## src/rtl/glpf_pkg.sv

```systemverilog
`default_nettype none

package glpf_pkg;

  localparam int SAMPLE_W   = 16;
  localparam int SIZE_W     = 11;
  localparam int CFG_IDX_W  = 4;
  localparam int OUT_IDX_W  = 10;

  localparam logic [CFG_IDX_W-1:0] REG_GRID_ROWS = CFG_IDX_W'(0);
  localparam logic [CFG_IDX_W-1:0] REG_GRID_COLS = CFG_IDX_W'(1);

  // position of the next sample within the grid
  typedef struct packed {
    logic row_nz;
    logic row_eq1;
    logic col_nz;
    logic col_gt1;
    logic has_right;
    logic last_row;
    logic last_col;
  } pos_flags_t;

  // hit[0]: (row-1, col), hit[1]: (row, col-1), hit[2]: (row, col)
  typedef struct packed {
    logic [2:0]           hit;
    logic [OUT_IDX_W-1:0] row;
    logic [OUT_IDX_W-1:0] col;
  } peak_set_t;

endpackage

`default_nettype wire

```

## src/rtl/glpf_if.sv

```systemverilog
`default_nettype none


interface glpf_peak_if import glpf_pkg::*; ();
  logic                 valid;
  logic                 ready;
  logic [OUT_IDX_W-1:0] peak_row;
  logic [OUT_IDX_W-1:0] peak_col;
  logic                 last_of_run;

  modport source (output valid, output peak_row, output peak_col, output last_of_run,
                  input ready);
  modport sink (input valid, input peak_row, input peak_col, input last_of_run,
                output ready);
endinterface


`default_nettype wire

```

## src/rtl/glpf_obuf.sv

```systemverilog
`default_nettype none

module glpf_obuf import glpf_pkg::*; (
  input  wire logic      clk,
  input  wire logic      rst,
  input  wire logic      set_valid,
  input  wire peak_set_t set,
  output logic           ob_ready,
  glpf_peak_if.source    peaks
);

  logic [2:0]           mask;
  logic [OUT_IDX_W-1:0] row;
  logic [OUT_IDX_W-1:0] col;
  logic                 single;
  logic                 load;

  always_comb begin
    single      = (mask & (mask - 3'd1)) == 3'd0;
    ob_ready    = (mask == 3'd0) || (single && peaks.ready);
    load        = set_valid && ob_ready;
    peaks.valid = mask != 3'd0;
    peaks.last_of_run = single;
    if (mask[0]) begin
      peaks.peak_row = row - OUT_IDX_W'(1);
      peaks.peak_col = col;
    end else if (mask[1]) begin
      peaks.peak_row = row;
      peaks.peak_col = col - OUT_IDX_W'(1);
    end else begin
      peaks.peak_row = row;
      peaks.peak_col = col;
    end
  end

  always_ff @(posedge clk) begin
    if (rst) begin
      mask <= 3'd0;
    end else if (load) begin
      mask <= set.hit;
    end else if (peaks.valid && peaks.ready) begin
      mask <= mask & (mask - 3'd1);
    end
  end

  always_ff @(posedge clk) begin
    if (load) begin
      row <= set.row;
      col <= set.col;
    end
  end

endmodule

`default_nettype wire

```

## src/flat_wrapper.sv

```systemverilog
// flat-port wrapper written by rule: the top's interface ports become plain ports
module glpf_obuf_flat import glpf_pkg::*;
  (clk, rst, set_valid, set, ob_ready, peaks_valid, peaks_peak_row, peaks_peak_col, peaks_last_of_run, peaks_ready);
  glpf_peak_if peaks_i ();
  input  wire logic clk;
  input  wire logic rst;
  input  wire logic set_valid;
  input  wire peak_set_t set;
  output logic ob_ready;
  output wire logic [$bits(peaks_i.valid)-1:0] peaks_valid;
  output wire logic [$bits(peaks_i.peak_row)-1:0] peaks_peak_row;
  output wire logic [$bits(peaks_i.peak_col)-1:0] peaks_peak_col;
  output wire logic [$bits(peaks_i.last_of_run)-1:0] peaks_last_of_run;
  input wire logic [$bits(peaks_i.ready)-1:0] peaks_ready;
  assign peaks_valid = peaks_i.valid;
  assign peaks_peak_row = peaks_i.peak_row;
  assign peaks_peak_col = peaks_i.peak_col;
  assign peaks_last_of_run = peaks_i.last_of_run;
  assign peaks_i.ready = peaks_ready;
  glpf_obuf u_core (.clk(clk), .rst(rst), .set_valid(set_valid), .set(set), .ob_ready(ob_ready), .peaks(peaks_i));
endmodule
```

## config.mk

```make
export PLATFORM = sky130hd
export DESIGN_NAME = glpf_obuf_flat
export DESIGN_NICKNAME = d
export VERILOG_FILES = /design/src/rtl/glpf_pkg.sv /design/src/rtl/glpf_if.sv /design/src/rtl/glpf_obuf.sv /design/src/flat_wrapper.sv
export SDC_FILE = /design/constraint.sdc
export NUM_CORES = 1
export LEC_CHECK = 0
export BUFFER_PORTS_ARGS = -buffer_cell sky130_fd_sc_hd__buf_2
export CELL_PAD_IN_SITES_DETAIL_PLACEMENT = 1
export CELL_PAD_IN_SITES_GLOBAL_PLACEMENT = 2
export CORE_UTILIZATION = 29
export CTS_BUF_LIST = sky130_fd_sc_hd__clkbuf_4 sky130_fd_sc_hd__clkbuf_8 sky130_fd_sc_hd__clkbuf_16
export DETAILED_ROUTE_END_ITERATION = 7
export PLACE_DENSITY_LB_ADDON = 0.1
export SLEW_MARGIN = 20
export SYNTH_ARGS = -nofsm -noshare
export SYNTH_HDL_FRONTEND = slang
export SYNTH_SLANG_ARGS = --single-unit
export TNS_END_PERCENT = 5
```

## constraint.sdc

```tcl
create_clock -name clk -period 2.8 [get_ports clk]
set_input_delay 0.42 -clock clk [delete_from_list [all_inputs] [get_ports clk]]
set_output_delay 0.42 -clock clk [all_outputs]
set_load 0.005 [all_outputs]
```

# ---- Word-level counts from Yosys, hierarchy flattened
# Index checks and enable logic that the tools add are counted.
dict set report totals {
  register_bits 23
  word_cells 20
}
dict set report op_classes {
  bitwise_logic 1
  n_reduce_logical 8
  n_mux 5
  add_sub_neg 3
}
# operator count
set ops {}
lappend ops {{10-bit two-way mux} 3}
lappend ops {{10-bit by 1-bit subtractor with 10-bit output (second input constant)} 2}
lappend ops {{3-bit logical NOT} 2}
lappend ops {{3-bit two-way mux} 2}
lappend ops {{3-bit AND} 1}
lappend ops {{1-bit logical AND} 3}
lappend ops {{3-bit nonzero test} 1}
lappend ops {{3-bit by 1-bit subtractor with 3-bit output (second input constant)} 1}
lappend ops {{2-bit nonzero test} 1}
lappend ops {{1-bit logical OR} 1}

# ---- Logic depth before layout (Yosys ltp)
dict set report depth {
  depth_word 7
  depth_mapped 5
  ltp_nobuf 5
}

# ---- Worst setup path before layout
# Ideal clock, no wire load.
dict set report synth_path {
  path_kind {register to register}
  from {register u_core.mask[1]}
  to {register u_core.col[0] (enable)}
  path_stages_with_launch 5
  t_arrival_ns 1.701
  path_slack_ns 0.700
  path_buffers 1
  cell_sequence {dfxtp_1 > buf_4 > nor3b_1 > a211oi_2 > nor2b_1}
}
dict set report synth_between {
  elab_chain_cells 6
}
# element line_no
set synth_lines {}
lappend synth_lines {{start: declaration} glpf_obuf.sv:12} ;# logic [2:0] mask;
lappend synth_lines {{start signal: assignment} glpf_obuf.sv:40} ;# mask <= set.hit;
lappend synth_lines {{start signal: assignment} glpf_obuf.sv:42} ;# mask <= mask & (mask - 3'd1);
lappend synth_lines {{3-bit by 1-bit subtractor with 3-bit output} glpf_obuf.sv:19} ;# single = (mask & (mask - 3'd1)) == 3'd0;
lappend synth_lines {{3-bit AND} glpf_obuf.sv:19}
lappend synth_lines {{3-bit logical NOT} glpf_obuf.sv:19}
lappend synth_lines {{1-bit logical AND} glpf_obuf.sv:20} ;# ob_ready = (mask == 3'd0) || (single && peaks.ready);
lappend synth_lines {{1-bit logical OR *} glpf_obuf.sv:20}
lappend synth_lines {{1-bit logical AND *} glpf_obuf.sv:21} ;# load = set_valid && ob_ready;
lappend synth_lines {{net u_core.load} glpf_obuf.sv:16} ;# logic load;
lappend synth_lines {{end signal: assignment} glpf_obuf.sv:49} ;# col <= set.col;
lappend synth_lines {{end: declaration} glpf_obuf.sv:14} ;# logic [OUT_IDX_W-1:0] col;
# Mark *: on every way through the listed nets, which the timed path passes. The rest lies on a longest branch.
# A chain may end at the register's enable or synchronous reset.

# ---- Final worst setup path
dict set report layout_path {
  from {register u_core.mask[0]}
  to {output peaks_peak_row[3]}
}
dict set report layout_between {
  elab_chain_cells 1
}
# element line_no
set layout_lines {}
lappend layout_lines {{10-bit two-way mux} glpf_obuf.sv:24} ;# if (mask[0]) begin
lappend layout_lines {{end: declaration} flat_wrapper.sv:11} ;# output wire logic [$bits(peaks_i.peak_row)-1:0] peaks_peak_row;
# No other way between the ends.

==> run metrics <==
Final Hold Fails 0; WP data required 2.38 ns; core area 4090 µm²; num ports 50; share of cells above drive strength 1 41.2%; worst-margin pin slew 0.968 ns; Slowest-stage cell, CP dfxtp_1; Cell Area, Synth 1250 µm²; Largest stage delay, worst path 0.74 ns; nets 183; Inserted Clock Buffers 3; clock skew 0.00229 ns; Clock transition at path regs 0.08 ns; Mean Syn Cell Area 12.2 µm²; Setup WS pre-CTS 0.662 ns; Met3 Wirelength 120 µm; Post-synth EDFFs 20; Initial DRC Count 15; Main synth FF type edfxtp_1; sequential area share after synthesis 52.6%; leakage 0.660 nW; first-pass GRT wire length 3970 µm; yosys warns 0; later-pin clock latency in the skew report 0.26 ns; post-CTS setup buffer count 0; die width 67.8 µm; VDD IR max 0.284 mV; Critical Path End Type output port; Hold WS 0.331 ns; final setup TNS 0 ns; Longest Clk Path Bufs 2; Post-Syn Instances 103; crit path time final 2.28 ns; Area Growth Syn to Fin 26.5%; startpoint types flip-flop; Worst R2R Setup Slack 0.69 ns; RSZ-0062 raised after global routing no; met2 wire length 1330 µm; CTS resizes 0; CTS Root Cell clkbuf_8; PwrDens 470 nW/µm²; asr flop ratio synth 0%; die area 4590 µm²; DIE HEIGHT 67.8 µm; Rows 23; Initial Utilization 30.7%; port bufs 49; initial antenna violation count 0; Data arrival, critical path 1.86 ns; Diodes inserted 0; All-Layer GR Usage 11.7%; vias after detailed routing 922; Max Clk Rate 0.439 GHz; largest net degree at the start of global routing 21; Final GP Congestion 0.725; Detailed Routing Iterations Pass 1 3; Max-cap violations 0; top routing layer in use met4; cell breakdown of the critical path nor3b_2 -> nor2b_1 -> xor2_1 -> buf_2; Worst Hold Class input port to flip-flop; via density per instance 4.54; Final ANT Viol Nets 0; status finished, final reports clean; syn_nets 132; grt ovf 0; Max Slew Vio Count 0; Synth Register Bits 23; crit path kind flip-flop to output port; vias in the first global route 925; Rel. slew slack 35.2%; Final setup viols 0; Power Total 0.000746 W; CP max FO 17; CTS tree built; CTS sink cnt 23; Post-Route M1 WL 1030 µm; final worst setup slack 0.523 ns; DP HPWL 2040 µm; Hold-fix buffers, CTS 0; final WL 2520 µm; Wirelength per Cell 12.4 µm; Residual DRC 0; htree depth 1; period utilization 81.3%; Yosys cell types 34; Final Core Density 38.9%
## placed cells by master, fill, tap and decap left out, types with 3 or more instances in the layout
cell	n
inv_1	6
nor3_1	4
xor2_1	6
nor2_1	5
dfxtp_1	3
buf_2	49
nor3b_2	3
xnor2_1	12
nand3_1	3
nand2b_1	3
edfxtp_1	20
clkbuf_8	3
nand2_1	7
## cells in the mapped netlist (2+ instances only)
cell	count	area, µm²
nand2_1	7	26.3
nand3b_1	2	15.0
inv_1	6	22.5
ha_1	2	25.0
xnor2_1	12	105
nand3_1	3	15.0
xor2_1	6	52.6
dfxtp_1	3	60.1
edfxtp_1	20	601
nand4b_1	2	17.5
nor3b_2	3	37.5
o21ai_0	2	10.0
nand2b_1	3	18.8
nor3_1	4	20.0
nor2b_1	3	18.8
o21a_1	2	15.0
nor2_1	5	18.8
a21oi_1	2	10.0
## critical path: cells and delay by family, from the launching register on
family | cells | cell delay, ns
simple gates | 2 | 0.59
flops | 1 | 0.74
xor+xnor | 1 | 0.15
buf+inv | 1 | 0.12
## final timing paths
check	from	cells past startpoint	to
worst max register to register	u_core.mask[0]	3	u_core.col[3]
worst min-delay path	set[13]	1	u_core.row[3]
worst min register to register	u_core.mask[2]	1	u_core.mask[2]
worst max-delay path	u_core.mask[0]	4	peaks_peak_row[3]
## where the power goes
part | internal, W | switching, W
sequential | 0.000403 | 0.0000296
combinational | 0.0000630 | 0.0000531
clock | 0.0000990 | 0.0000990
total | 0.000565 | 0.000182
## metal layers
| layer | track usage (%) | vias up |
|---|---|---|
| li1 | - | 462 |
| met1 | 12.9 | 430 |
| met2 | 21.5 | 26 |
| met3 | 1.86 | 4 |
| met4 | 5.73 | 0 |
| met5 | 0 | - |
## cell type report
type                       instances  area, µm²
inverter                           6       22.5
tap                               50       62.6
clock inverter                     1       5.00
timing repair buffer              49        245
clock buffer                       3       41.3
fill                             480       2500
multi-input combinational         71        551
sequential                        23        661
## cells by family after synthesis
kind of cell               count (synthesis)  share of synthesized area [%]
and+or+nand+nor                           40                           22.4
DFF                                       23                           52.6
xor gates and xnor gates                  18                           12.6
AOI/OAI and AO/OA                         10                           5.88
buffers and inverters                      9                           3.69
adders and majority gates                  2                           1.99
muxes                                      1                          0.798
## state kept, by name (all words and copies together) (netlist names)
name         cells
u_core.col      10
u_core.row      10
u_core.mask      3
## metrics by stage
stage | cells | area, µm²
CTS | 203 | 1590
finish | 203 | 1590
global route | 203 | 1590
floorplan | 103 | 1250
detailed placement | 199 | 1540
global placement | 199 | 1540
Power figures use the tool's default switching activity.
