--- config.mk ---
export PLATFORM = sky130hd
export DESIGN_NAME = glpf_ctrl_flat
export DESIGN_NICKNAME = d
export VERILOG_FILES = /design/src/rtl/glpf_pkg.sv /design/src/rtl/glpf_if.sv /design/src/rtl/glpf_ctrl.sv /design/src/flat_wrapper.sv
export SDC_FILE = /design/constraint.sdc
export NUM_CORES = 1
export LEC_CHECK = 0
export BUFFER_PORTS_ARGS = -buffer_cell sky130_fd_sc_hd__buf_2
export CORE_MARGIN = 10
export CORE_UTILIZATION = 25
export DETAILED_ROUTE_END_ITERATION = 10
export PLACE_DENSITY = 0.52
export SLEW_MARGIN = 10
export SYNTH_ARGS = -nofsm -noshare
export SYNTH_HDL_FRONTEND = slang
export SYNTH_SLANG_ARGS = --single-unit
export TNS_END_PERCENT = 50
--- constraint.sdc ---
create_clock -name clk -period 5.3 [get_ports clk]
set_clock_uncertainty 0.15 [all_clocks]
set_input_delay 0.53 -clock clk [delete_from_list [all_inputs] [get_ports clk]]
set_output_delay 0.53 -clock clk [all_outputs]
set_load 0.05 [all_outputs]
--- src/rtl/glpf_pkg.sv ---
`default_nettype none

package glpf_pkg;

  localparam int SAMPLE_W   = 16;
  localparam int SIZE_W     = 11;
  localparam int CFG_IDX_W  = 4;
  localparam int OUT_IDX_W  = 10;

  localparam logic [CFG_IDX_W-1:0] REG_GRID_ROWS = CFG_IDX_W'(0);
  localparam logic [CFG_IDX_W-1:0] REG_GRID_COLS = CFG_IDX_W'(1);

  // position of the next sample within the grid
  typedef struct packed {
    logic row_nz;
    logic row_eq1;
    logic col_nz;
    logic col_gt1;
    logic has_right;
    logic last_row;
    logic last_col;
  } pos_flags_t;

  // hit[0]: (row-1, col), hit[1]: (row, col-1), hit[2]: (row, col)
  typedef struct packed {
    logic [2:0]           hit;
    logic [OUT_IDX_W-1:0] row;
    logic [OUT_IDX_W-1:0] col;
  } peak_set_t;

endpackage

`default_nettype wire

--- src/rtl/glpf_if.sv ---
`default_nettype none


interface glpf_cfg_if import glpf_pkg::*; ();
  logic                 valid;
  logic                 ready;
  logic [CFG_IDX_W-1:0] index;
  logic [SIZE_W-1:0]    data;

  modport source (output valid, output index, output data, input ready);
  modport sink (input valid, input index, input data, output ready);
endinterface

`default_nettype wire

--- src/rtl/glpf_ctrl.sv ---
`default_nettype none

module glpf_ctrl import glpf_pkg::*; #(
  parameter int MAX_ROWS = 1024,
  parameter int MAX_COLS = 1024,
  localparam int RW  = $clog2(MAX_ROWS),
  localparam int CW  = $clog2(MAX_COLS),
  localparam int RSW = $clog2(MAX_ROWS + 1),
  localparam int CSW = $clog2(MAX_COLS + 1)
) (
  input  wire logic     clk,
  input  wire logic     rst,
  glpf_cfg_if.sink      cfg,
  input  wire logic     in_fire,
  output logic [RW-1:0] pos_row,
  output logic [CW-1:0] pos_col,
  output pos_flags_t    pos_flags
);

  logic [RSW-1:0] rows;
  logic [CSW-1:0] cols;
  logic           cfg_fire;

  function automatic logic [31:0] clamp_size(logic [SIZE_W-1:0] v, int unsigned maxv);
    logic [31:0] res;
    if (v == '0) begin
      res = 32'd1;
    end else if (32'(v) > maxv) begin
      res = maxv;
    end else begin
      res = 32'(v);
    end
    return res;
  endfunction

  assign cfg.ready = 1'b1;
  assign cfg_fire  = cfg.valid;

  always_comb begin
    pos_flags.row_nz    = pos_row != '0;
    pos_flags.row_eq1   = 32'(pos_row) == 32'd1;
    pos_flags.col_nz    = pos_col != '0;
    pos_flags.col_gt1   = 32'(pos_col) > 32'd1;
    pos_flags.has_right = 32'(pos_col) + 32'd1 < 32'(cols);
    pos_flags.last_row  = 32'(pos_row) + 32'd1 == 32'(rows);
    pos_flags.last_col  = 32'(pos_col) + 32'd1 == 32'(cols);
  end

  always_ff @(posedge clk) begin
    if (rst) begin
      rows    <= RSW'(1);
      cols    <= CSW'(1);
      pos_row <= '0;
      pos_col <= '0;
    end else if (cfg_fire) begin
      case (cfg.index)
        REG_GRID_ROWS: begin
          rows    <= RSW'(clamp_size(cfg.data, MAX_ROWS));
          pos_row <= '0;
          pos_col <= '0;
        end
        REG_GRID_COLS: begin
          cols    <= CSW'(clamp_size(cfg.data, MAX_COLS));
          pos_row <= '0;
          pos_col <= '0;
        end
        default: begin
        end
      endcase
    end else if (in_fire) begin
      if (pos_flags.last_col) begin
        pos_col <= '0;
        pos_row <= pos_flags.last_row ? '0 : pos_row + RW'(1);
      end else begin
        pos_col <= pos_col + CW'(1);
      end
    end
  end

endmodule

`default_nettype wire

--- src/flat_wrapper.sv ---
// flat-port wrapper written by rule: the top's interface ports become plain ports
module glpf_ctrl_flat import glpf_pkg::*;
#(
  parameter int MAX_ROWS = 1024,
  parameter int MAX_COLS = 1024,
  localparam int RW  = $clog2(MAX_ROWS),
  localparam int CW  = $clog2(MAX_COLS),
  localparam int RSW = $clog2(MAX_ROWS + 1),
  localparam int CSW = $clog2(MAX_COLS + 1)
)
  (clk, rst, in_fire, pos_row, pos_col, pos_flags, cfg_valid, cfg_index, cfg_data, cfg_ready);
  glpf_cfg_if cfg_i ();
  input  wire logic clk;
  input  wire logic rst;
  input  wire logic in_fire;
  output logic [RW-1:0] pos_row;
  output logic [CW-1:0] pos_col;
  output pos_flags_t pos_flags;
  input wire logic [$bits(cfg_i.valid)-1:0] cfg_valid;
  input wire logic [$bits(cfg_i.index)-1:0] cfg_index;
  input wire logic [$bits(cfg_i.data)-1:0] cfg_data;
  output wire logic [$bits(cfg_i.ready)-1:0] cfg_ready;
  assign cfg_i.valid = cfg_valid;
  assign cfg_i.index = cfg_index;
  assign cfg_i.data = cfg_data;
  assign cfg_ready = cfg_i.ready;
  glpf_ctrl #(.MAX_ROWS(MAX_ROWS), .MAX_COLS(MAX_COLS)) u_core (.clk(clk), .rst(rst), .cfg(cfg_i), .in_fire(in_fire), .pos_row(pos_row), .pos_col(pos_col), .pos_flags(pos_flags));
endmodule
# --- Yosys cells after proc, flatten, opt, wreduce, memory -nomap -nowiden ---
# Cells that the tools add are included.
totals:
  wordCells: 37
  ff_bits: 42
  input_bits: 19
  output_inout_bits: 28
classes:
  reduce_logical: 11
  add_sub_neg: 4
  n_lt_le_gt_ge: 3
  muxes: 10
  eq_ne: 5
op_table:
  columns: ["operator", "n"]
  rows:
  - ["two-way mux 10 bit", 8]
  - ["equality test 32 x 11 -> 1 bit", 2]
  - ["< comparator 32 x 11 -> 1 bit", 1]
  - ["adder 10 x 1 -> 11 bit (second input constant)", 2]
  - ["two-way mux 11 bit", 2]
  - ["adder 10 x 1 -> 10 bit (second input constant)", 2]
  - ["nonzero test 10 bit", 2]
  - ["greater-than comparator 11 bit (second input constant)", 1]
  - ["logical NOT 11 bit", 1]
  - ["equality test 10 x 1 -> 1 bit (second input constant)", 1]
  - ["greater-than comparator 10 x 1 -> 1 bit (second input constant)", 1]
  - ["AND reduction 2 bit", 3]
  - ["equality test 4 x 1 -> 1 bit (second input constant)", 1]
  - ["logical NOT 4 bit", 1]
  - ["nonzero test 2 bit", 2]
  - ["AND reduction 3 bit", 1]
  - ["inequality test 2 bit (second input constant)", 1]
  - ["OR reduction 2 bit", 1]

# --- Longest topological paths before layout ---
# Gate-level depths: netlist of the first run.
logic_depth:
  depth_word: 6
  depth_mapped: 13
  mapped_depth_nobuf: 13

# --- Worst setup path before layout of the first run ---
# Ideal clock, no wire load.
synth_timing:
  path_kind: "register to register"
  startpoint: "reg u_core.pos_col[0]"
  endpoint: "reg u_core.pos_row[7]"
  synth_period_minus_slack_ns: 4.780
  setup_slack_ns: 0.520
  setup_ns: 0.117
  arrival_time_ns: 4.513
  stages_incl_launch_ff: 14
  required_time_ns: 5.033
  path_cell_list: "dfxtp_1 > and3_1 > and3_1 > and3_1 > nand3_1 > xnor2_1 > ha_1 > nand4_1 > nor3_1 > o21ai_0 > inv_1 > nor2_1 > a31o_2 > a22o_1"
synth_lines:
  columns: ["element", "line_no", "text"]
  rows:
  - ["start, declared", "glpf_ctrl.sv:16", "output logic [CW-1:0] pos_col,"]
  - ["start signal, assigned", "glpf_ctrl.sv:75", "pos_col <= pos_col + CW'(1);"]
  - ["end signal, assigned", "glpf_ctrl.sv:73", "pos_row <= pos_flags.last_row ? '0 : pos_row + RW'(1);"]
  - ["end, declared", "glpf_ctrl.sv:15", "output logic [RW-1:0] pos_row,"]

==> results of run 1 <==
## flip-flops by register name, summed over array words and instances, names as in the netlist
signal and flops:
u_core.rows 11, u_core.pos_col 10, u_core.pos_row 10, u_core.cols 11
## worst reg2reg max path, stage by stage, from the launching register on
cell and delay [ns]:
sky130_fd_sc_hd__dfxtp_1 0.48, sky130_fd_sc_hd__ha_1 0.28, sky130_fd_sc_hd__and3_1 0.25, sky130_fd_sc_hd__and3_1 0.25, sky130_fd_sc_hd__and3_1 0.25, sky130_fd_sc_hd__xor2_1 0.11
sky130_fd_sc_hd__ha_1 0.31, sky130_fd_sc_hd__nand4_1 0.13, sky130_fd_sc_hd__nor3_1 0.44, sky130_fd_sc_hd__o21ai_0 0.25, sky130_fd_sc_hd__inv_1 0.14, sky130_fd_sc_hd__nor2_1 0.12
sky130_fd_sc_hd__a31o_2 0.28, sky130_fd_sc_hd__a22o_1 0.22
## worst min path at each step
stage,startpoint,end,cells after the start
after floorplan,u_core.cols[1],u_core.cols[1],2
after global placement,u_core.cols[3],u_core.cols[3],2
after CTS,u_core.cols[9],u_core.cols[9],2
after global routing,u_core.cols[9],u_core.cols[9],2
final,u_core.cols[4],u_core.cols[4],2
after detailed placement,u_core.cols[9],u_core.cols[9],2
## cells in the final DEF, fill, tap and decap left out, types with 3 or more instances in the layout
cell	netlist	layout
sky130_fd_sc_hd__a21oi_1	33	33
sky130_fd_sc_hd__a31oi_1	7	7
sky130_fd_sc_hd__and3_1	10	10
sky130_fd_sc_hd__buf_2	1	45
sky130_fd_sc_hd__clkbuf_8	0	5
sky130_fd_sc_hd__dfxtp_1	42	42
sky130_fd_sc_hd__ha_1	18	18
sky130_fd_sc_hd__inv_1	27	27
sky130_fd_sc_hd__mux2i_1	3	3
sky130_fd_sc_hd__nand2_1	19	19
sky130_fd_sc_hd__nand3_1	17	17
sky130_fd_sc_hd__nand4_1	4	4
sky130_fd_sc_hd__nor2_1	54	54
sky130_fd_sc_hd__nor3b_1	18	18
sky130_fd_sc_hd__nor4_1	6	6
sky130_fd_sc_hd__o21a_1	3	3
sky130_fd_sc_hd__o21ai_0	18	18
sky130_fd_sc_hd__xnor2_1	10	10
sky130_fd_sc_hd__xor2_1	11	11
## stage by stage
step | hold WS, ns | area [um2] | instances | util (%) | power (uW)
final | 0.345 | 3160 | 531 | 29.3 | 663
after global routing | 0.367 | 3160 | 531 | 29.3 | 696
after CTS | 0.348 | 3160 | 531 | 29.3 | 675
after detailed placement | 0.329 | 3050 | 523 | 28.3 | 414
after global placement | 0.323 | 3050 | 523 | 28.3 | 414
after floorplan | 0.307 | 2740 | 355 | - | 388
## where the power goes
group / switching (uW) / leakage, uW / internal (uW) / total, uW
clock network: 118 / 0.0000579 / 139 / 257
registers: 2.26 / 0.000339 / 317 / 320
logic: 59.7 / 0.000974 / 26.4 / 86.1
## metal layers
layer / vias to the layer above / global-route usage [%]
met2: 58 / 16.0
met3: 6 / 2.81
met1: 1165 / 12.0
met5: - / 0
met4: 0 / 1.99
li1: 1296 / -
## area by class of cell
type	instances	area (um2)	share of cell area [%]
clock buffers	5	68.8	2.18
clock inverters	3	40.0	1.27
inverters	27	101	3.21
multi-input cells	269	1710	54.1
flip-flops and latches	42	841	26.6
well taps	140	175	5.54
repair buffers	45	225	7.12
## kinds of logic (layout without fill, tap and decap cells)
logic type               Yosys count  in the layout
multiplexers                       3              3
buffers and inverters             44             80
adder cells (fa/ha/maj)           18             18
AND/OR/NAND/NOR                  148            148
flip-flops                        42             42
XOR/XNOR                          21             21
other                              1              1
AO/OA/AOI/OAI                     78             78
==> summary.json, run 1 <==
{
  "final_layout": {
    "filler_cell_count": 1164,
    "layout-area-overhead-vs-synth_pct": 15.5,
    "finalNetCount": 427,
    "ant_cells": 0,
    "drive_gt1_share_pct": 16.4
  },
  "clock_tree": {
    "worstSkewPairLatency_ns": 0.30,
    "cts-root-to-sink-buffers": 2,
    "cts_tree": "yes",
    "post-cts-setup-buffers": 0,
    "cts_hold_buf": 0,
    "cts-buffers-inserted": 5,
    "clk_pin_slew_ns": 0.08,
    "clk_root_buffer_cell": "sky130_fd_sc_hd__clkbuf_8",
    "cts.htree.levels": 2,
    "clock_sink_count": 42,
    "cts-resized-gates": 0
  },
  "worst_setup_path": {
    "worst_path_max_delay_cell": "sky130_fd_sc_hd__dfxtp_1",
    "critical-path-top-cell-by-count": "sky130_fd_sc_hd__and3_1",
    "reg2reg_slack_ns": 1.56,
    "timing.rr.end": "u_core.pos_row[7]",
    "worst_r2r_path_depth": 13,
    "timing.critical_path.buf_inv": 1,
    "worstSetupEndpoint": "pos_flags[2]",
    "worstSetupPathDepth": 12,
    "worstSetupPathType": "flip-flop to output port",
    "worst_path_top_cell_family_by_delay": "simple AND/OR/NAND/NOR gates",
    "critical_path.max_fanout": 8,
    "worst_setup_path_end_kind": "output port",
    "critical_path.startpoint_type": "flip-flop",
    "r2r-start": "u_core.pos_col[0]",
    "worstPathCellList": "ha_1 > and3_1 > and3_1 > and3_1 > xor2_1 > ha_1 > a21o_1 > a21o_1 > a21oi_1 > o21ai_0 > nor2_1 > buf_2",
    "cp.arrival_ns": 3.33,
    "largest_stage_delay_on_the_critical_path_ns": 0.48,
    "critical_path_required_ns": 4.62,
    "critPathLaunch": "u_core.pos_col[0]"
  },
  "drt": {
    "mean_routed_wirelength_per_cell_um": 14.3,
    "vias_per_cell": 4.76,
    "initialDrtViolationCount": 119,
    "route.layer.met1.wl_mm": 3.53,
    "dr.pass1.iters": 4,
    "detail_route.drc_violations": 0,
    "routed-via-count": 2525,
    "wl_met2_mm": 3.60,
    "wl_met3_um": 378,
    "drtAntennaViolNets": 0,
    "top_layer_used": "met4",
    "routed_wirelength_mm": 7.57
  },
  "logic_synthesis": {
    "synth-xor-area-share_pct": 6.72,
    "yosysSeqAreaShare_pct": 30.7,
    "synth_commonest_cells": "sky130_fd_sc_hd__nor2_1 (54), sky130_fd_sc_hd__dfxtp_1 (42), sky130_fd_sc_hd__a21oi_1 (33)",
    "simple_logic_cell_fraction_of_the_synthesized_area_pct": 28.9,
    "synth.net_count": 392,
    "post_synth_main_area_contributors": "sky130_fd_sc_hd__dfxtp_1 (31%), sky130_fd_sc_hd__ha_1 (8.2%), sky130_fd_sc_hd__nor2_1 (7.4%), sky130_fd_sc_hd__a21oi_1 (6.0%), sky130_fd_sc_hd__nor3b_1 (4.9%)",
    "synth_adder_area_share_pct": 8.23,
    "post_synth.cell_area_avg_um2": 7.71,
    "synth_top_family_by_area": "simple AND/OR/NAND/NOR gates",
    "yosys_warnings": 0,
    "synth_async_sr_flop_share_pct": 0,
    "synth_ff_type": "sky130_fd_sc_hd__dfxtp_1",
    "synth_seq_cells": 42,
    "synthDominantCellAreaShare_pct": 30.7,
    "post_synth_num_cell_types": 50,
    "post_synthesis_cell_area_um2": 2740,
    "synthDominantAreaCellType": "sky130_fd_sc_hd__dfxtp_1",
    "synth.mux.area_fraction_pct": 1.10,
    "most_used_standard_cell_by_instance_count_after_synthesis": "sky130_fd_sc_hd__nor2_1",
    "synth_enable_flop_cells": 0,
    "synth-compound-area-share_pct": 17.5,
    "netlist_instances": 355
  },
  "hold_path": {
    "hold_path.class": "flip-flop to flip-flop"
  },
  "placement": {
    "placement.setup.worst_slack_ns": 1.58,
    "port_buffer_cells": 45,
    "routabilityCongestion": 0.822,
    "hpwlAfterDp_mm": 5.87
  },
  "pwr": {
    "power_density_nw_per_um2": 210,
    "vdd_ir_drop_max_mv": 0.0916,
    "power.static_leakage_uw": 0.00137
  },
  "timing": {
    "tns_ns": 0,
    "max_clock_freq_ghz": 0.249,
    "min_period_over_period_pct": 75.7,
    "setup_viol": 0,
    "min_period_ns": 4.01,
    "final_setup_margin_ns": 1.29,
    "rsz0062_at_grt": "false",
    "final_max_slew_violation_count": 0,
    "timing.final.hold_violations": 0,
    "worst_slew_pin_slew_ns": 0.980,
    "slew-limit-headroom_pct": 33.8
  },
  "global_route": {
    "antenna_found_initial": 0,
    "grt_pass1_wl_mm": 12.6,
    "grt_pass1_vias": 2440,
    "grt_start_max_net_pins": 41,
    "globalRouteTotalUtil_pct": 9.61,
    "global_route.overflow_total": 0
  },
  "die": {
    "initial_utilization_pct": 25.4,
    "chipWidth_um": 125,
    "die_h_um": 125,
    "die_area_um2": 15500,
    "rows": 38,
    "placeableCoreArea_um2": 10800,
    "total_i_o_pin_count": 47
  },
  "flow_run": {
    "maxCapViolations": 0
  },
  "outcome": {
    "outcome": "completed"
  }
}
Note: power is estimated with default switching activity, not from simulation.
==> inputs of run 2 (changes only) <==
Clock period 5.3 ns to 3.7 ns, I/O delays scaled along.
==> summary.json, run 2 (synthesis results as in run 1) <==
{
  "global_route": {
    "grt_pass1_wl": {"value": 12.6, "unit": "mm", "change": "+0.45%"},
    "global_route.overflow_total": {"value": 0, "change": "unchanged"},
    "antenna_found_initial": {"value": 0, "change": "unchanged"},
    "grt_pass1_vias": {"value": 2479, "change": "+1.6%"},
    "grt_use_met3": {"value": 2.89, "unit": "%", "change": "+0.085 points"},
    "global_route.usage.met1": {"value": 12.1, "unit": "%", "change": "+0.18 points"},
    "globalRouteTotalUtil": {"value": 9.66, "unit": "%", "change": "+0.054 points"},
    "busiest_layer": "met2",
    "grt_start_max_net_pins": {"value": 41, "change": "unchanged"},
    "grt_util_met2": {"value": 16.1, "unit": "%", "change": "+0.062 points"}
  },
  "clock_tree": {
    "cts-root-to-sink-buffers": {"value": 2, "change": "unchanged"},
    "cts-buffers-inserted": {"value": 5, "change": "unchanged"},
    "cts_tree": "yes",
    "clock_sink_count": {"value": 42, "change": "unchanged"},
    "clk_root_buffer_cell": "sky130_fd_sc_hd__clkbuf_8",
    "clk_pin_slew": {"value": 0.09, "unit": "ns", "change": "about the same"},
    "cts.htree.levels": {"value": 2, "change": "unchanged"},
    "worstSkewPairLatency": {"value": 0.30, "unit": "ns", "change": "about the same"}
  },
  "timing": {
    "setup_viol": {"value": 0, "change": "unchanged"},
    "final_setup_margin": {"value": 0.207, "unit": "ns", "change": "-1.08 ns"},
    "finalHoldWorstSlack": {"value": 0.343, "unit": "ns", "change": "-0.00260 ns"},
    "min_period_ns": 3.49,
    "worst_slew_pin_slew": {"value": 0.769, "unit": "ns", "change": "-0.211 ns"},
    "final_max_slew_violation_count": {"value": 0, "change": "unchanged"},
    "slew-limit-headroom": {"value": 48.7, "unit": "%", "change": "+15 points"},
    "rsz0062_at_grt": "false",
    "timing.final.hold_violations": {"value": 0, "change": "unchanged"},
    "max_clock_freq_ghz": 0.286,
    "tns": {"value": 0, "unit": "ns", "change": "unchanged"},
    "min_period_over_period_pct": 94.4
  },
  "pwr": {
    "power.static_leakage": {"value": 0.00140, "unit": "uW", "change": "+2.0%"},
    "power_density": {"value": 274, "unit": "nW/um2", "change": "+31%"},
    "vdd_ir_drop_max": {"value": 0.127, "unit": "mV", "change": "+38%"}
  },
  "worst_setup_path": {
    "critical_path.max_fanout": {"value": 5, "change": "-3"},
    "cp.arrival": {"value": 2.97, "unit": "ns", "change": "-0.36 ns"},
    "critical_path_required": {"value": 3.18, "unit": "ns", "change": "-1.44 ns"},
    "worst_setup_path_end_kind": "output port",
    "worstSetupPathType": "flip-flop to output port",
    "critical_path.startpoint_type": "flip-flop"
  },
  "final_layout": {
    "layout-area-overhead-vs-synth_pct": 18.1,
    "ant_cells": {"value": 0, "change": "unchanged"},
    "finish.utilization": {"value": 29.9, "unit": "%", "change": "+0.65 points"},
    "finalNetCount": {"value": 435, "change": "+1.9%"},
    "mostFrequentLayoutCells": "sky130_fd_sc_hd__nor2_1 (53), sky130_fd_sc_hd__buf_2 (44), sky130_fd_sc_hd__dfxtp_1 (39)",
    "drive_gt1_share": {"value": 20.1, "unit": "%", "change": "+3.7 points"},
    "largest_registers": "u_core.cols: 11 flops, u_core.rows: 11 flops",
    "layout_commonest_cell": "sky130_fd_sc_hd__nor2_1"
  },
  "placement": {
    "routabilityCongestion": {"value": 0.780, "change": "-5.1%"},
    "port_buffer_cells": {"value": 45, "change": "unchanged"},
    "placement.setup.worst_slack": {"value": 0.216, "unit": "ns", "change": "-1.36 ns"},
    "hpwlAfterDp": {"value": 5.92, "unit": "mm", "change": "+0.87%"}
  },
  "drt": {
    "vias_per_cell": {"value": 4.68, "change": "-1.5%"},
    "drtAntennaViolNets": {"value": 0, "change": "unchanged"},
    "dr.pass1.iters": {"value": 4, "change": "unchanged"},
    "initialDrtViolationCount": {"value": 164, "change": "+38%"},
    "routed_wirelength": {"value": 7.70, "unit": "mm", "change": "+1.7%"},
    "mean_routed_wirelength_per_cell": {"value": 14.3, "unit": "um", "change": "+0.33%"},
    "detail_route.drc_violations": {"value": 0, "change": "unchanged"},
    "routed-via-count": {"value": 2519, "change": "-0.24%"}
  },
  "die": {
    "rows": {"value": 38, "change": "unchanged"},
    "chipWidth": {"value": 125, "unit": "um", "change": "unchanged"},
    "die_h": {"value": 125, "unit": "um", "change": "unchanged"},
    "die_area": {"value": 15500, "unit": "um2", "change": "unchanged"},
    "placeableCoreArea": {"value": 10800, "unit": "um2", "change": "unchanged"},
    "initial_utilization": {"value": 25.4, "unit": "%", "change": "unchanged"},
    "total_i_o_pin_count": {"value": 47, "change": "unchanged"}
  },
  "flow_run": {
    "maxCapViolations": {"value": 0, "change": "unchanged"}
  },
  "hold_path": {
    "hold_path.class": "flip-flop to flip-flop"
  },
  "outcome": {
    "outcome": "completed"
  }
}
[run 2: cell types whose count changed in the layout (fill, tap and decap cells not counted), moves of 2 or more]
| cell | change |
|---|---|
| sky130_fd_sc_hd__buf_4 | +8 |
| sky130_fd_sc_hd__and3_4 | +2 |
| sky130_fd_sc_hd__dfxtp_1 | -3 |
| sky130_fd_sc_hd__and3_1 | -3 |
| sky130_fd_sc_hd__dfxtp_2 | +2 |
[run 2: power by group]
group / total (uW) / switching [uW] / internal [uW]
clock: 294 / 166 / 127
sequential: 456 / 2.33 / 454
combinational: 134 / 89.9 / 44.4
[run 2: worst paths after layout]
kind,from,to,slack (ns),cells after the start
worst max-delay path,u_core.pos_col[0],pos_flags[2],0.21,12
worst min-delay path,u_core.cols[8],u_core.cols[8],0.34,2
worst max register to register,u_core.pos_col[2],u_core.pos_row[7],0.38,13
worst min register to register,u_core.cols[8],u_core.cols[8],0.34,2
[run 2: area by class of cell]
type,count,area (um2)
fill,1204,7560
multi-input combinational,269,1740
sequential,42,847
timing repair buffer,53,292
tap,140,175
inverter,27,101
clock buffer,5,68.8
clock inverter,2,10.0
[run 2: per-layer routing]
layer  vias to the layer above  wire [um]
met3                         4        297
li1                       1319          -
met2                        40       3630
met4                         0         50
met5                         -          0
met1                      1156       3720
[run 2: per-stage QoR]
step           area [um2]  std cells  power (uW)
4_1_cts              3190        536         891
3_5_place_dp         3110        529         598
3_3_place_gp         3110        529         598
2_1_floorplan        2750        355         559
5_1_grt              3230        538         927
6_report             3230        538         884
[run 2: worst max-delay path, stage by stage (launching register included)]
cell and delay [ns]:
sky130_fd_sc_hd__dfxtp_4 0.38, sky130_fd_sc_hd__ha_2 0.21, sky130_fd_sc_hd__and3_2 0.23, sky130_fd_sc_hd__and3_4 0.21, sky130_fd_sc_hd__and3_4 0.21, sky130_fd_sc_hd__xor2_1 0.16, sky130_fd_sc_hd__ha_1 0.26, sky130_fd_sc_hd__a21o_1 0.18
sky130_fd_sc_hd__a21o_1 0.17, sky130_fd_sc_hd__a21oi_1 0.13, sky130_fd_sc_hd__o21ai_0 0.10, sky130_fd_sc_hd__nor2_1 0.23, sky130_fd_sc_hd__buf_6 0.20
[run 2: repair_timing]
action | in CTS | in global routing
setup buffers | 0 | 2
endpoints found under the setup margin | 0 | 8
resized for setup | 0 | 9
hold buffers | 0 | 0
==> inputs of run 3 (changes only) <==
Settings changed: CORE_MARGIN 10 to 1.
==> summary.json, run 3 (synthesis results as in run 1) <==
{
  "pwr": {
    "vdd_ir_drop_max": {"value": 0.102, "unit": "mV", "change": "-19%"},
    "power_density": {"value": 281, "unit": "nW/um2", "change": "+2.6%"},
    "power.static_leakage": {"value": 0.00140, "unit": "uW", "change": "+0.25%"}
  },
  "drt": {
    "vias_per_cell": {"value": 4.81, "change": "+2.7%"},
    "routed-via-count": {"value": 2563, "change": "+1.7%"},
    "detail_route.drc_violations": {"value": 0, "change": "unchanged"},
    "routed_wirelength": {"value": 7.27, "unit": "mm", "change": "-5.5%"},
    "dr.pass1.iters": {"value": 4, "change": "unchanged"},
    "drtAntennaViolNets": {"value": 0, "change": "unchanged"},
    "initialDrtViolationCount": {"value": 144, "change": "-12%"},
    "mean_routed_wirelength_per_cell": {"value": 13.6, "unit": "um", "change": "-4.6%"}
  },
  "worst_setup_path": {
    "worst_r2r_path_depth": {"value": 13, "change": "unchanged"},
    "critical_path_required": {"value": 3.74, "unit": "ns", "change": "+0.56 ns"},
    "worst_setup_path_end_kind": "flip-flop",
    "largest_stage_delay_on_the_critical_path": {"value": 0.40, "unit": "ns", "change": "+0.02 ns"},
    "critical_path.startpoint_type": "flip-flop",
    "cp.arrival": {"value": 3.48, "unit": "ns", "change": "+0.51 ns"},
    "reg2reg_slack": {"value": 0.26, "unit": "ns", "change": "-0.12 ns"},
    "worst_path_max_delay_cell": "sky130_fd_sc_hd__dfxtp_2",
    "worstSetupPathType": "flip-flop to flip-flop",
    "r2r-start": "u_core.pos_col[2]",
    "timing.rr.end": "u_core.pos_row[7]",
    "worstPathCellList": "and3_1 > and3_1 > and3_1 > nand3_1 > xnor2_2 > ha_1 > nand4_1 > nor3_4 > o21ai_0 > inv_1 > nor2_2 > a31o_2 > a22o_1",
    "critical-path-top-cell-by-count": "sky130_fd_sc_hd__and3_1",
    "critical_path.max_fanout": {"value": 7, "change": "+2"}
  },
  "final_layout": {
    "largest_registers": "u_core.cols: 11 flops, u_core.rows: 11 flops",
    "finalNetCount": {"value": 433, "change": "-0.46%"},
    "drive_gt1_share": {"value": 19.9, "unit": "%", "change": "-0.20 points"},
    "ant_cells": {"value": 0, "change": "unchanged"},
    "layout-area-overhead-vs-synth_pct": 18.2,
    "mostFrequentLayoutCells": "sky130_fd_sc_hd__nor2_1 (53), sky130_fd_sc_hd__buf_2 (44), sky130_fd_sc_hd__dfxtp_1 (39)",
    "layout_commonest_cell": "sky130_fd_sc_hd__nor2_1"
  },
  "timing": {
    "setup_viol": {"value": 0, "change": "unchanged"},
    "min_period": {"value": 3.44, "unit": "ns", "change": "-0.0521 ns"},
    "final_max_slew_violation_count": {"value": 0, "change": "unchanged"},
    "rsz0062_at_grt": "false",
    "min_period_over_period": {"value": 93.0, "unit": "%", "change": "-1.4 points"},
    "final_setup_margin": {"value": 0.259, "unit": "ns", "change": "+0.0521 ns"},
    "worst_slew_pin_slew": {"value": 0.793, "unit": "ns", "change": "+0.0242 ns"},
    "slew-limit-headroom": {"value": 47.1, "unit": "%", "change": "-1.6 points"},
    "timing.final.hold_violations": {"value": 0, "change": "unchanged"},
    "max_clock_freq": {"value": 0.291, "unit": "GHz", "change": "+1.5%"},
    "tns": {"value": 0, "unit": "ns", "change": "unchanged"}
  },
  "hold_path": {
    "endpoint_with_the_worst_hold_slack": "u_core.cols[2]",
    "whs_path_depth": {"value": 2, "change": "unchanged"},
    "worst_hold_path_startpoint": "u_core.cols[2]",
    "hold_path.class": "flip-flop to flip-flop"
  },
  "global_route": {
    "grt_pass1_vias": {"value": 2434, "change": "-1.8%"},
    "grt_use_met3": {"value": 2.37, "unit": "%", "change": "-0.52 points"},
    "antenna_found_initial": {"value": 0, "change": "unchanged"},
    "global_route.usage.met1": {"value": 16.0, "unit": "%", "change": "+3.9 points"},
    "grt_util_met2": {"value": 23.5, "unit": "%", "change": "+7.4 points"},
    "busiest_layer": "met2",
    "grt_start_max_net_pins": {"value": 41, "change": "unchanged"},
    "grt_pass1_wl": {"value": 11.9, "unit": "mm", "change": "-6.0%"},
    "global_route.overflow_total": {"value": 0, "change": "unchanged"},
    "globalRouteTotalUtil": {"value": 13.2, "unit": "%", "change": "+3.5 points"}
  },
  "die": {
    "placeableCoreArea": {"value": 10500, "unit": "um2", "change": "-3.1%"},
    "die_area": {"value": 11400, "unit": "um2", "change": "-27%"},
    "die_h": {"value": 107, "unit": "um", "change": "-14%"},
    "initial_utilization": {"value": 26.2, "unit": "%", "change": "+0.80 points"},
    "total_i_o_pin_count": {"value": 47, "change": "unchanged"},
    "chipWidth": {"value": 107, "unit": "um", "change": "-14%"},
    "rows": {"value": 37, "change": "-2.6%"}
  },
  "flow_run": {
    "maxCapViolations": {"value": 0, "change": "unchanged"}
  },
  "placement": {
    "placement.setup.worst_slack": {"value": 0.224, "unit": "ns", "change": "+0.00751 ns"},
    "hpwlAfterDp": {"value": 5.39, "unit": "mm", "change": "-9.0%"},
    "port_buffer_cells": {"value": 45, "change": "unchanged"},
    "routabilityCongestion": {"value": 0.786, "change": "+0.77%"}
  },
  "clock_tree": {
    "cts.htree.levels": {"value": 2, "change": "unchanged"},
    "clk_pin_slew": {"value": 0.09, "unit": "ns", "change": "about the same"},
    "worstSkewPairLatency": {"value": 0.29, "unit": "ns", "change": "about the same"},
    "cts_tree": "yes",
    "cts-buffers-inserted": {"value": 5, "change": "unchanged"},
    "clock_sink_count": {"value": 42, "change": "unchanged"},
    "clk_root_buffer_cell": "sky130_fd_sc_hd__clkbuf_8",
    "cts-root-to-sink-buffers": {"value": 2, "change": "unchanged"}
  },
  "outcome": {
    "outcome": "completed"
  }
}
run 3: layer usage:
layer,vias to the layer above,wire [um]
met5,-,0
met4,0,74
met3,4,205
met2,41,3660
met1,1203,3340
li1,1315,-
run 3: final cells by class:
cell class,instances,area [um2]
Clock buffer,7,86.3
Clock inverter,1,8.76
Fill cell,1167,7230
Inverter,27,101
Multi-Input combinational cell,269,1750
Sequential cell,42,847
Tap cell,136,170
Timing Repair Buffer,51,277
run 3: report_power, final:
group	switching, uW	leakage (uW)	internal (uW)
sequential	2.93	0.000340	454
clock	166	0.0000489	155
combinational	87.5	0.00101	42.9
total	256	0.00140	652
run 3: how the worst max path moves through the flow:
stage	start	cells after the start	end	slack, ns
6_report	u_core.pos_col[2]	13	u_core.pos_row[7]	0.26
5_1_grt	u_core.pos_col[2]	13	u_core.pos_row[7]	0.01
4_1_cts	u_core.pos_col[0]	12	pos_flags[2]	0.08
3_5_place_dp	u_core.pos_col[0]	13	u_core.pos_row[7]	0.22
3_3_place_gp	u_core.pos_col[0]	13	u_core.pos_row[7]	0.31
2_1_floorplan	u_core.pos_col[0]	13	u_core.pos_row[7]	0.04
run 3: critical path: cells and delay by family (launching register included):
kind                       cells  cell delay [ns]
AOI/OAI and AO/OA              3             0.69
xor gates and xnor gates       1             0.19
buffers and inverters          1             0.16
and+or+nand+nor                7             1.44
DFF                            1             0.40
adders and majority gates      1             0.32
run 3: timing repair:
action | 4_1_cts | 5_1_grt
endpoints found under the setup margin | 0 | 8
resized for setup | 0 | 10
endpoints found under the hold margin | 0 | 0
setup buffers | 0 | 0
hold buffers | 0 | 0
run 3: stage by stage:
step	hold slack, ns	power (uW)	utilization [%]	instance area, um2	std cells
after floorplan	0.307	559	-	2750	355
after global placement	0.325	596	29.7	3110	525
after detailed placement	0.332	596	29.7	3110	525
after CTS	0.348	921	30.6	3200	533
after global routing	0.354	955	30.9	3240	533
final	0.347	908	30.9	3240	533
